`config.mk`:
```
export PLATFORM = sky130hd
export DESIGN_NAME = reference_count_table_core
export DESIGN_NICKNAME = d
export VERILOG_FILES = /design/src/hdl/rct_pkg.sv /design/src/hdl/rct_cell.sv /design/src/hdl/rct_ctrl.sv /design/src/hdl/reference_count_table_core.sv
export SDC_FILE = /design/constraint.sdc
export NUM_CORES = 2
export LEC_CHECK = 0
export ABC_AREA = 1
export BUFFER_PORTS_ARGS = -buffer_cell sky130_fd_sc_hd__buf_2
export CAP_MARGIN = 10
export CORE_MARGIN = 5
export CORE_UTILIZATION = 30
export CTS_BUF_LIST = sky130_fd_sc_hd__clkbuf_8
export DETAILED_ROUTE_END_ITERATION = 16
export PLACE_DENSITY = 0.49
export SYNTH_ARGS = -nofsm -noshare
export SYNTH_HDL_FRONTEND = slang
export SYNTH_HIERARCHICAL = 1
export SYNTH_SLANG_ARGS = --single-unit
```
`constraint.sdc`:
```
create_clock -name aclk -period 4.7 [get_ports aclk]
set_clock_uncertainty 0.1 [all_clocks]
set_input_delay 0.235 -clock aclk [delete_from_list [all_inputs] [get_ports aclk]]
set_output_delay 0.235 -clock aclk [all_outputs]
set_load 0.05 [all_outputs]
```
`src/hdl/rct_pkg.sv`:
```
`timescale 1ns / 1ps

package rct_pkg;

    localparam int TABLE_ENTRIES_DEF = 16;
    localparam int COUNT_BITS_DEF    = 16;
    localparam int ADDRESS_BITS_DEF  = 32;

    localparam int OUT_STATUS_BITS = 2;
    localparam int OUT_COUNT_BITS  = 16;
    localparam int OUT_SLOT_BITS   = 4;
    localparam int OUT_FIELD_BITS  = OUT_STATUS_BITS + 2 * OUT_COUNT_BITS + 1 + OUT_SLOT_BITS;
    localparam int OUT_DATA_BITS   = ((OUT_FIELD_BITS + 7) / 8) * 8;

    localparam logic CMD_REGISTER = 1'b0;
    localparam logic CMD_ASSIGN   = 1'b1;

    localparam logic [OUT_STATUS_BITS-1:0] STATUS_OK          = 2'd0;
    localparam logic [OUT_STATUS_BITS-1:0] STATUS_FULL        = 2'd1;
    localparam logic [OUT_STATUS_BITS-1:0] STATUS_OLD_MISSING = 2'd2;
    localparam logic [OUT_STATUS_BITS-1:0] STATUS_NEW_MISSING = 2'd3;

    typedef enum logic [1:0] {
        OP_REG,
        OP_DEC,
        OP_INC
    } op_t;

    typedef enum logic [1:0] {
        ST_IDLE,
        ST_PASS_A,
        ST_PASS_B,
        ST_DONE
    } state_t;

    typedef struct packed {
        logic active;
        op_t  op;
        logic found;
        logic freed;
    } probe_ctl_t;

endpackage

```
`src/hdl/rct_cell.sv`:
```
`timescale 1ns / 1ps

module rct_cell #(
    parameter int CELL_INDEX   = 0,
    parameter int SLOT_BITS    = 4,
    parameter int COUNT_BITS   = rct_pkg::COUNT_BITS_DEF,
    parameter int ADDRESS_BITS = rct_pkg::ADDRESS_BITS_DEF
) (
    input  logic                    aclk,
    input  logic                    aresetn,
    input  rct_pkg::probe_ctl_t     in_ctl,
    input  logic [ADDRESS_BITS-1:0] in_key,
    input  logic [SLOT_BITS-1:0]    in_slot,
    input  logic [COUNT_BITS-1:0]   in_count,
    output rct_pkg::probe_ctl_t     out_ctl,
    output logic [ADDRESS_BITS-1:0] out_key,
    output logic [SLOT_BITS-1:0]    out_slot,
    output logic [COUNT_BITS-1:0]   out_count
);
    import rct_pkg::*;

    localparam logic [SLOT_BITS-1:0]  MY_SLOT   = SLOT_BITS'(CELL_INDEX);
    localparam logic [COUNT_BITS-1:0] COUNT_ONE = COUNT_BITS'(1);
    localparam logic [COUNT_BITS-1:0] COUNT_MAX = {COUNT_BITS{1'b1}};

    logic                    valid_reg, valid_next;
    logic [ADDRESS_BITS-1:0] addr_reg, addr_next;
    logic [COUNT_BITS-1:0]   count_reg, count_next;
    probe_ctl_t              ctl_reg, ctl_next;
    logic [ADDRESS_BITS-1:0] key_reg;
    logic [SLOT_BITS-1:0]    slot_reg, slot_next;
    logic [COUNT_BITS-1:0]   res_reg, res_next;
    logic                    match;
    logic                    hit;

    assign match = valid_reg && (addr_reg == in_key);
    assign hit   = in_ctl.active && !in_ctl.found &&
                   ((in_ctl.op == OP_REG) ? !valid_reg : match);

    always_comb begin
        valid_next = valid_reg;
        addr_next  = addr_reg;
        count_next = count_reg;
        ctl_next   = in_ctl;
        slot_next  = in_slot;
        res_next   = in_count;
        if (hit) begin
            ctl_next.found = 1'b1;
            slot_next      = MY_SLOT;
            case (in_ctl.op)
                OP_REG: begin
                    valid_next = 1'b1;
                    addr_next  = in_key;
                    count_next = COUNT_ONE;
                    res_next   = COUNT_ONE;
                end
                OP_DEC: begin
                    if (count_reg <= COUNT_ONE) begin
                        valid_next     = 1'b0;
                        count_next     = '0;
                        res_next       = '0;
                        ctl_next.freed = 1'b1;
                    end else begin
                        count_next = count_reg - COUNT_ONE;
                        res_next   = count_reg - COUNT_ONE;
                    end
                end
                OP_INC: begin
                    if (count_reg != COUNT_MAX) begin
                        count_next = count_reg + COUNT_ONE;
                        res_next   = count_reg + COUNT_ONE;
                    end else begin
                        res_next = count_reg;
                    end
                end
                default: begin
                    ctl_next = in_ctl;
                end
            endcase
        end
    end

    always_ff @(posedge aclk) begin
        if (!aresetn) begin
            valid_reg <= 1'b0;
            ctl_reg   <= '0;
        end else begin
            valid_reg <= valid_next;
            ctl_reg   <= ctl_next;
        end
        addr_reg  <= addr_next;
        count_reg <= count_next;
        key_reg   <= in_key;
        slot_reg  <= slot_next;
        res_reg   <= res_next;
    end

    assign out_ctl   = ctl_reg;
    assign out_key   = key_reg;
    assign out_slot  = slot_reg;
    assign out_count = res_reg;

endmodule

```
`src/hdl/rct_ctrl.sv`:
```
`timescale 1ns / 1ps

module rct_ctrl #(
    parameter int SLOT_BITS    = 4,
    parameter int COUNT_BITS   = rct_pkg::COUNT_BITS_DEF,
    parameter int ADDRESS_BITS = rct_pkg::ADDRESS_BITS_DEF
) (
    input  logic                                  aclk,
    input  logic                                  aresetn,
    input  logic                                  in_valid,
    output logic                                  in_ready,
    input  logic                                  in_cmd,
    input  logic [ADDRESS_BITS-1:0]               in_address,
    input  logic [ADDRESS_BITS-1:0]               in_new_address,
    output rct_pkg::probe_ctl_t                   launch_ctl,
    output logic [ADDRESS_BITS-1:0]               launch_key,
    input  rct_pkg::probe_ctl_t                   ret_ctl,
    input  logic [SLOT_BITS-1:0]                  ret_slot,
    input  logic [COUNT_BITS-1:0]                 ret_count,
    output logic                                  out_valid,
    input  logic                                  out_ready,
    output logic [rct_pkg::OUT_STATUS_BITS-1:0]   out_status,
    output logic [rct_pkg::OUT_COUNT_BITS-1:0]    out_old_count,
    output logic                                  out_freed,
    output logic [rct_pkg::OUT_COUNT_BITS-1:0]    out_new_count,
    output logic [rct_pkg::OUT_SLOT_BITS-1:0]     out_slot
);
    import rct_pkg::*;

    state_t                      state_reg, state_next;
    logic                        cmd_reg;
    logic [ADDRESS_BITS-1:0]     naddr_reg;
    logic [OUT_STATUS_BITS-1:0]  status_reg;
    logic [OUT_COUNT_BITS-1:0]   oldc_reg;
    logic                        freed_reg;
    logic [OUT_COUNT_BITS-1:0]   newc_reg;
    logic [OUT_SLOT_BITS-1:0]    slot_reg;
    logic                        m_valid_reg;
    logic [OUT_STATUS_BITS-1:0]  m_status_reg;
    logic [OUT_COUNT_BITS-1:0]   m_oldc_reg;
    logic                        m_freed_reg;
    logic [OUT_COUNT_BITS-1:0]   m_newc_reg;
    logic [OUT_SLOT_BITS-1:0]    m_slot_reg;
    logic                        second_pass;
    logic                        load_out;
    logic                        accept;

    assign second_pass = (cmd_reg == CMD_ASSIGN) && ret_ctl.found && (naddr_reg != '0);

    always_comb begin
        state_next = state_reg;
        case (state_reg)
            ST_IDLE: begin
                if (in_valid) begin
                    state_next = ST_PASS_A;
                end
            end
            ST_PASS_A: begin
                if (ret_ctl.active) begin
                    state_next = second_pass ? ST_PASS_B : ST_DONE;
                end
            end
            ST_PASS_B: begin
                if (ret_ctl.active) begin
                    state_next = ST_DONE;
                end
            end
            ST_DONE: begin
                if (!m_valid_reg || out_ready) begin
                    state_next = ST_IDLE;
                end
            end
            default: begin
                state_next = ST_IDLE;
            end
        endcase
    end

    always_comb begin
        in_ready   = 1'b0;
        launch_ctl = '0;
        launch_key = naddr_reg;
        load_out   = 1'b0;
        case (state_reg)
            ST_IDLE: begin
                in_ready          = 1'b1;
                launch_ctl.active = in_valid;
                launch_ctl.op     = (in_cmd == CMD_ASSIGN) ? OP_DEC : OP_REG;
                launch_key        = in_address;
            end
            ST_PASS_A: begin
                launch_ctl.active = ret_ctl.active && second_pass;
                launch_ctl.op     = OP_INC;
            end
            ST_PASS_B: begin
                launch_ctl = '0;
            end
            ST_DONE: begin
                load_out = !m_valid_reg || out_ready;
            end
            default: begin
                in_ready = 1'b0;
            end
        endcase
    end

    assign accept = in_ready && in_valid;

    always_ff @(posedge aclk) begin
        if (!aresetn) begin
            state_reg   <= ST_IDLE;
            m_valid_reg <= 1'b0;
        end else begin
            state_reg <= state_next;
            if (load_out) begin
                m_valid_reg <= 1'b1;
            end else if (out_ready) begin
                m_valid_reg <= 1'b0;
            end
        end
    end

    always_ff @(posedge aclk) begin
        if (accept) begin
            cmd_reg   <= in_cmd;
            naddr_reg <= in_new_address;
        end
        if (state_reg == ST_PASS_A && ret_ctl.active) begin
            newc_reg <= '0;
            if (ret_ctl.found) begin
                status_reg <= STATUS_OK;
                oldc_reg   <= OUT_COUNT_BITS'(ret_count);
                slot_reg   <= OUT_SLOT_BITS'(ret_slot);
                freed_reg  <= ret_ctl.freed;
            end else begin
                status_reg <= (cmd_reg == CMD_ASSIGN) ? STATUS_OLD_MISSING : STATUS_FULL;
                oldc_reg   <= '0;
                slot_reg   <= '0;
                freed_reg  <= 1'b0;
            end
        end
        if (state_reg == ST_PASS_B && ret_ctl.active) begin
            if (ret_ctl.found) begin
                newc_reg <= OUT_COUNT_BITS'(ret_count);
            end else begin
                status_reg <= STATUS_NEW_MISSING;
                newc_reg   <= '0;
            end
        end
        if (load_out) begin
            m_status_reg <= status_reg;
            m_oldc_reg   <= oldc_reg;
            m_freed_reg  <= freed_reg;
            m_newc_reg   <= newc_reg;
            m_slot_reg   <= slot_reg;
        end
    end

    assign out_valid     = m_valid_reg;
    assign out_status    = m_status_reg;
    assign out_old_count = m_oldc_reg;
    assign out_freed     = m_freed_reg;
    assign out_new_count = m_newc_reg;
    assign out_slot      = m_slot_reg;

endmodule

```
`src/hdl/reference_count_table_core.sv`:
```
`timescale 1ns / 1ps

// Reference count table with one tracked address and count per cell.
// Commands arrive on the s_axis-style input channel: cmd 0 registers address in the
// lowest free cell with a count of one, cmd 1 decrements the count of address (freeing
// the cell at zero) and, if address was found, then increments the count of new_address
// unless it is zero. Each command produces exactly one result transfer on the m_ channel
// carrying status, both counts, the freed flag and the slot.
// A command travels as a probe along the row of cells, one cell per cycle. A register
// command makes one pass; an assign command whose old address was found and whose new
// address is non-null makes a second pass, launched as the first probe returns.
// One command is in progress at a time; s_tready is high only while the block is idle.
// The finished result sits in an output register, so the next command is accepted while
// it waits; if the receiver still holds m_tready low when a second result is ready, the
// block waits until the first has been taken.
// Reset clears every valid bit, so the table is empty and usable at once.
module reference_count_table_core #(
    parameter int TABLE_ENTRIES  = rct_pkg::TABLE_ENTRIES_DEF,
    parameter int COUNT_BITS     = rct_pkg::COUNT_BITS_DEF,
    parameter int ADDRESS_BITS   = rct_pkg::ADDRESS_BITS_DEF,
    localparam int IN_FIELD_BITS = 1 + 2 * ADDRESS_BITS,
    localparam int IN_DATA_BITS  = ((IN_FIELD_BITS + 7) / 8) * 8
) (
    input  logic                              aclk,
    input  logic                              aresetn,
    input  logic                              s_tvalid,
    output logic                              s_tready,
    // cmd, address, new_address
    input  logic [IN_DATA_BITS-1:0]           s_tdata,
    output logic                              m_tvalid,
    input  logic                              m_tready,
    // status, old_count, freed, new_count, slot
    output logic [rct_pkg::OUT_DATA_BITS-1:0] m_tdata
);
    import rct_pkg::*;

    localparam int SLOT_BITS = $clog2(TABLE_ENTRIES);

    probe_ctl_t              chain_ctl   [0:TABLE_ENTRIES];
    logic [ADDRESS_BITS-1:0] chain_key   [0:TABLE_ENTRIES];
    logic [SLOT_BITS-1:0]    chain_slot  [0:TABLE_ENTRIES];
    logic [COUNT_BITS-1:0]   chain_count [0:TABLE_ENTRIES];

    logic [OUT_STATUS_BITS-1:0] status;
    logic [OUT_COUNT_BITS-1:0]  old_count;
    logic                       freed;
    logic [OUT_COUNT_BITS-1:0]  new_count;
    logic [OUT_SLOT_BITS-1:0]   slot;

    assign chain_slot[0]  = '0;
    assign chain_count[0] = '0;

    rct_ctrl #(
        .SLOT_BITS    (SLOT_BITS),
        .COUNT_BITS   (COUNT_BITS),
        .ADDRESS_BITS (ADDRESS_BITS)
    ) u_ctrl (
        .aclk           (aclk),
        .aresetn        (aresetn),
        .in_valid       (s_tvalid),
        .in_ready       (s_tready),
        .in_cmd         (s_tdata[0]),
        .in_address     (s_tdata[ADDRESS_BITS:1]),
        .in_new_address (s_tdata[2*ADDRESS_BITS:ADDRESS_BITS+1]),
        .launch_ctl     (chain_ctl[0]),
        .launch_key     (chain_key[0]),
        .ret_ctl        (chain_ctl[TABLE_ENTRIES]),
        .ret_slot       (chain_slot[TABLE_ENTRIES]),
        .ret_count      (chain_count[TABLE_ENTRIES]),
        .out_valid      (m_tvalid),
        .out_ready      (m_tready),
        .out_status     (status),
        .out_old_count  (old_count),
        .out_freed      (freed),
        .out_new_count  (new_count),
        .out_slot       (slot)
    );

    for (genvar i = 0; i < TABLE_ENTRIES; i++) begin : g_cell
        rct_cell #(
            .CELL_INDEX   (i),
            .SLOT_BITS    (SLOT_BITS),
            .COUNT_BITS   (COUNT_BITS),
            .ADDRESS_BITS (ADDRESS_BITS)
        ) u_cell (
            .aclk      (aclk),
            .aresetn   (aresetn),
            .in_ctl    (chain_ctl[i]),
            .in_key    (chain_key[i]),
            .in_slot   (chain_slot[i]),
            .in_count  (chain_count[i]),
            .out_ctl   (chain_ctl[i+1]),
            .out_key   (chain_key[i+1]),
            .out_slot  (chain_slot[i+1]),
            .out_count (chain_count[i+1])
        );
    end

    assign m_tdata = {{(OUT_DATA_BITS - OUT_FIELD_BITS){1'b0}},
                      slot, new_count, freed, old_count, status};

endmodule

```
After elaboration in Yosys (flattened, before gate mapping) --
Cells that the tools add are included. Widths: inputs -> output; s select.
Cells by class: add/sub/neg operators 32, multiply operators 0, div/mod/pow operators 0, magnitude comparators 16, equality and inequality tests 87, shift operators 0, muxes and demuxes 211, bitwise operators 0, reductions and logical operators 205
Operators with widths (number):
- $pmux 16 s3 | 32
- $mux 16 | 50
- $eq 32x32->1 | 16
- $add 16x1->16 const B | 16
- $le 16x1->1 const B | 16
- $ne 16x16->1 const B | 16
- $sub 16x1->16 const B | 16
- $mux 1 | 86
- $reduce_and 2->1 | 33
- $logic_and 1x1->1 | 53
- $reduce_and 3->1 | 17
- $mux 2 | 24
- $reduce_bool 3->1 | 16
- $reduce_or 3->1 | 16
- $ne 2x1->1 const B | 19
- $eq 2x2->1 const B | 18
- $reduce_bool 2->1 | 18
- $eq 2x1->1 const B | 17
- $logic_not 2->1 | 17
- $logic_not 1->1 | 32
- $mux 32 | 1
- $pmux 1 s2 | 16
- $reduce_bool 32->1 | 1
- $pmux 2 s4 | 1
- other kinds (4) | 4
Word-level totals: register bits after elaboration 1761, latch bits 0, RAM bits 0, bits in read-only memories 0, output and inout port bits 42, word-level logic and storage cells 722, memories 0

Logic depth before layout (Yosys ltp) --
word-level depth 8, gate-level depth with buffers 19, gate-level depth less buffers 16

By module --
Netlist, hierarchy kept.
Modules (own cells, without submodules):
- rct_cell (g_cell[11].u_cell ...) | times used 3, cells an instance 537, area an instance 4778.3 µm²
- rct_cell (g_cell[10].u_cell ...) | times used 2, cells an instance 538, area an instance 4788.3 µm²
- rct_cell (g_cell[5].u_cell ...) | times used 2, cells an instance 529, area an instance 4782.1 µm²
- rct_cell (g_cell[4].u_cell ...) | times used 2, cells an instance 530, area an instance 4777.1 µm²
- rct_cell (g_cell[1].u_cell ...) | times used 2, cells an instance 539, area an instance 4768.3 µm²
- rct_cell (g_cell[15].u_cell) | times used 1, cells an instance 536, area an instance 4936.0 µm²
- rct_cell (g_cell[0].u_cell) | times used 1, cells an instance 540, area an instance 4775.8 µm²
- rct_cell (g_cell[9].u_cell) | times used 1, cells an instance 543, area an instance 4722.0 µm²
- rct_cell (g_cell[12].u_cell) | times used 1, cells an instance 550, area an instance 4720.8 µm²
- rct_cell (g_cell[7].u_cell) | times used 1, cells an instance 528, area an instance 4703.3 µm²
- rct_ctrl | times used 1, cells an instance 355, area an instance 4385.5 µm²
- reference_count_table_core | times used 1, cells an instance 3, area an instance 18.8 µm²

Worst setup path before layout --
No wires, ideal clock.
path kind register to register, start point register u_ctrl.state_reg[0], end point register g_cell[0].u_cell.count_reg[0] (enable), library setup time 0.364 ns, arrival time 3.509 ns, data required time 4.236 ns, slack 0.727 ns, stages on the path, launching flop included 15, period minus slack after synthesis 3.973 ns, cells stage by stage dfxtp_1 > inv_1 > ha_1 > buf_4 > clkbuf_1 > nand2_1 > inv_1 > inv_1 > ha_1 > a21oi_2 > nand2_1 > inv_1 > o21bai_4 > nand2_1 > inv_1
RTL lines:
- from (decl) | line rct_ctrl.sv:30 | state_t state_reg, state_next;
- from (signal assigned) | line rct_ctrl.sv:114 | state_reg <= state_next;
- to (signal assigned) | line rct_cell.sv:92 | count_reg <= count_next;
- to (decl) | line rct_cell.sv:28 | logic [COUNT_BITS-1:0] count_reg, count_next;

==> run metrics <==
status complete, no violations; Hold Path Stages 4; final WL 182 mm; Tcrit/Tclk final between 70 and 80%; Slew Viols, Final 0; later-pin clock latency in the skew report 0.89 ns; Ports 118; CP Launch Point u_ctrl/state_reg[1]; CP Class reg2reg; Crit path arrival time 3.95 ns; f_max 0.282 GHz; dpl cells about 12000; core area between 0.2 and 0.3 mm2; RSZ-0062 raised after global routing false; Initial Util between 30% and 40%; Die W 527 um; post-DP HPWL roughly 130 mm; ANT nets after route 0; nets@finish 9503; VDD IR max 0.334 mV; post-DR vias/cell about 4.3; Yosys warning total 6; GP Congestion roughly 0.85; Final Setup Violations 0; commonest non-fill, non-tap cell in the layout nand2_1; LEAKAGE between 30 and 40 nW; reg2reg path depth 14; Worst Hold Class in2reg; endpoints failing hold 0; pwr/cell area about 470 mW/mm2; Num CTS Buffers about 300; Crit Path Max Fanout 37; setup bufs post-CTS 0; drt wl/cell ~14 um; Worst setup EP type register; initial antenna violation count 3; Total GRT Usage 12.8%; share of cells above drive strength 1 about 14%; root buf cell clkbuf_8; max_cap viols 0; Final Non-Filler Cells 13072; crit start category register; Period minus WS final roughly 3.6 ns; worst slew pin tran approximately 1.1 ns; first-pass GRT wire length roughly 290 mm; Chip Height about 530 um; Synth Cell Area approximately 0.080 mm2; Residual DRC 0; largest net degree at the start of global routing slightly above 50; vias in the first global route between 50000 and 60000; CP required about 5.1 ns; Via Count approximately 56000; Longest Clk Path Bufs 4; PortBufs 109; Fill cells around 27000; DRT iter0 DRCs 2880; RR Startpoint u_ctrl/state_reg[1]; Syn Inst Count a little under 9000; gr ovfl total 0; DIE AREA 0.278 mm2; Site Rows around 190; post-layout util 34.4%; Area Growth Syn to Fin 13.9%; CTS tree built; H-tree lvl count 5; Final TNS setup 0 ns; Slew HR between 20% and 30%; max reg flops 512; fin worst setup slack about 1.1 ns; Post-Place Setup Slack just over 1 ns; Worst Min Path Start s_tdata[23]; Pre-Repair DR Iteration Count 5; commonest cells after routing, fill and taps aside nand2_1 (2277), inv_1 (1517), dfxtp_1 (899); Avg Synthesized Cell Area between 9 and 10 um2; hold slack 0.0970 ns; Worst-path clk slew roughly 0.060 ns; Sink Count 1776
[stage by stage]
| step | instance area (um2) | total power [mW] |
|---|---|---|
| detailed placement | 84000 | 29.2 |
| floorplan | 80200 | 26.8 |
| global route | 91300 | 45.4 |
| global placement | 84000 | 29.1 |
| CTS | 91200 | 43.3 |
| finish | 91300 | 42.5 |
[worst max-delay path: stages (launching register included)]
cell,delay [ns]
dfxtp_1,0.35
inv_1,0.10
ha_1,0.18
buf_4,0.33
nand2_1,0.11
inv_1,0.17
inv_1,0.09
ha_1,0.25
a21oi_2,0.16
nand2_1,0.08
nor2_2,0.12
nand3_2,0.10
o21bai_4,0.30
nand2_1,0.13
inv_1,0.57
[path summary, 6_finish.rpt]
path | to | slack (ns)
max | g_cell[0].u_cell/count_reg[4] | 1.15
min | g_cell[0].u_cell/out_key[22] | 0.1
max reg2reg | g_cell[0].u_cell/count_reg[4] | 1.15
min reg2reg | g_cell[8].u_cell/out_key[1] | 0.25
[cell type report]
class                   count  area, um2  area share, %
multi-input cells        5438      28800           31.6
clock buffers             358       4930           5.40
repair buffers            252       1950           2.14
diodes                      1       2.50        0.00274
inverters                1525       5750           6.31
well taps                3533       4420           4.84
clock inverters           189       1080           1.18
flip-flops and latches   1776      44300           48.6
[per-layer routing]
layer | vias up | global-route usage (%) | wire (um)
met5 | - | 0 | 0
met4 | 0 | 5.41 | 7340
met3 | 410 | 1.96 | 6830
met2 | 1054 | 22.7 | 88400
met1 | 25266 | 15.5 | 79300
li1 | 28972 | - | -
[report_power, final]
group | total [mW] | switching, mW | internal (mW) | leakage, nW
clock network | 13.7 | 6.22 | 7.49 | 3.56
registers | 22.8 | 2.59 | 20.3 | 15.5
logic | 5.91 | 3.59 | 2.32 | 20.2
[timing repair]
action	CTS	global route
hold buffers	119	0
endpoints found under the setup margin	0	0
endpoints found under the hold margin	166	0
gates resized for setup	0	0
Power figures use the tool's default switching activity.
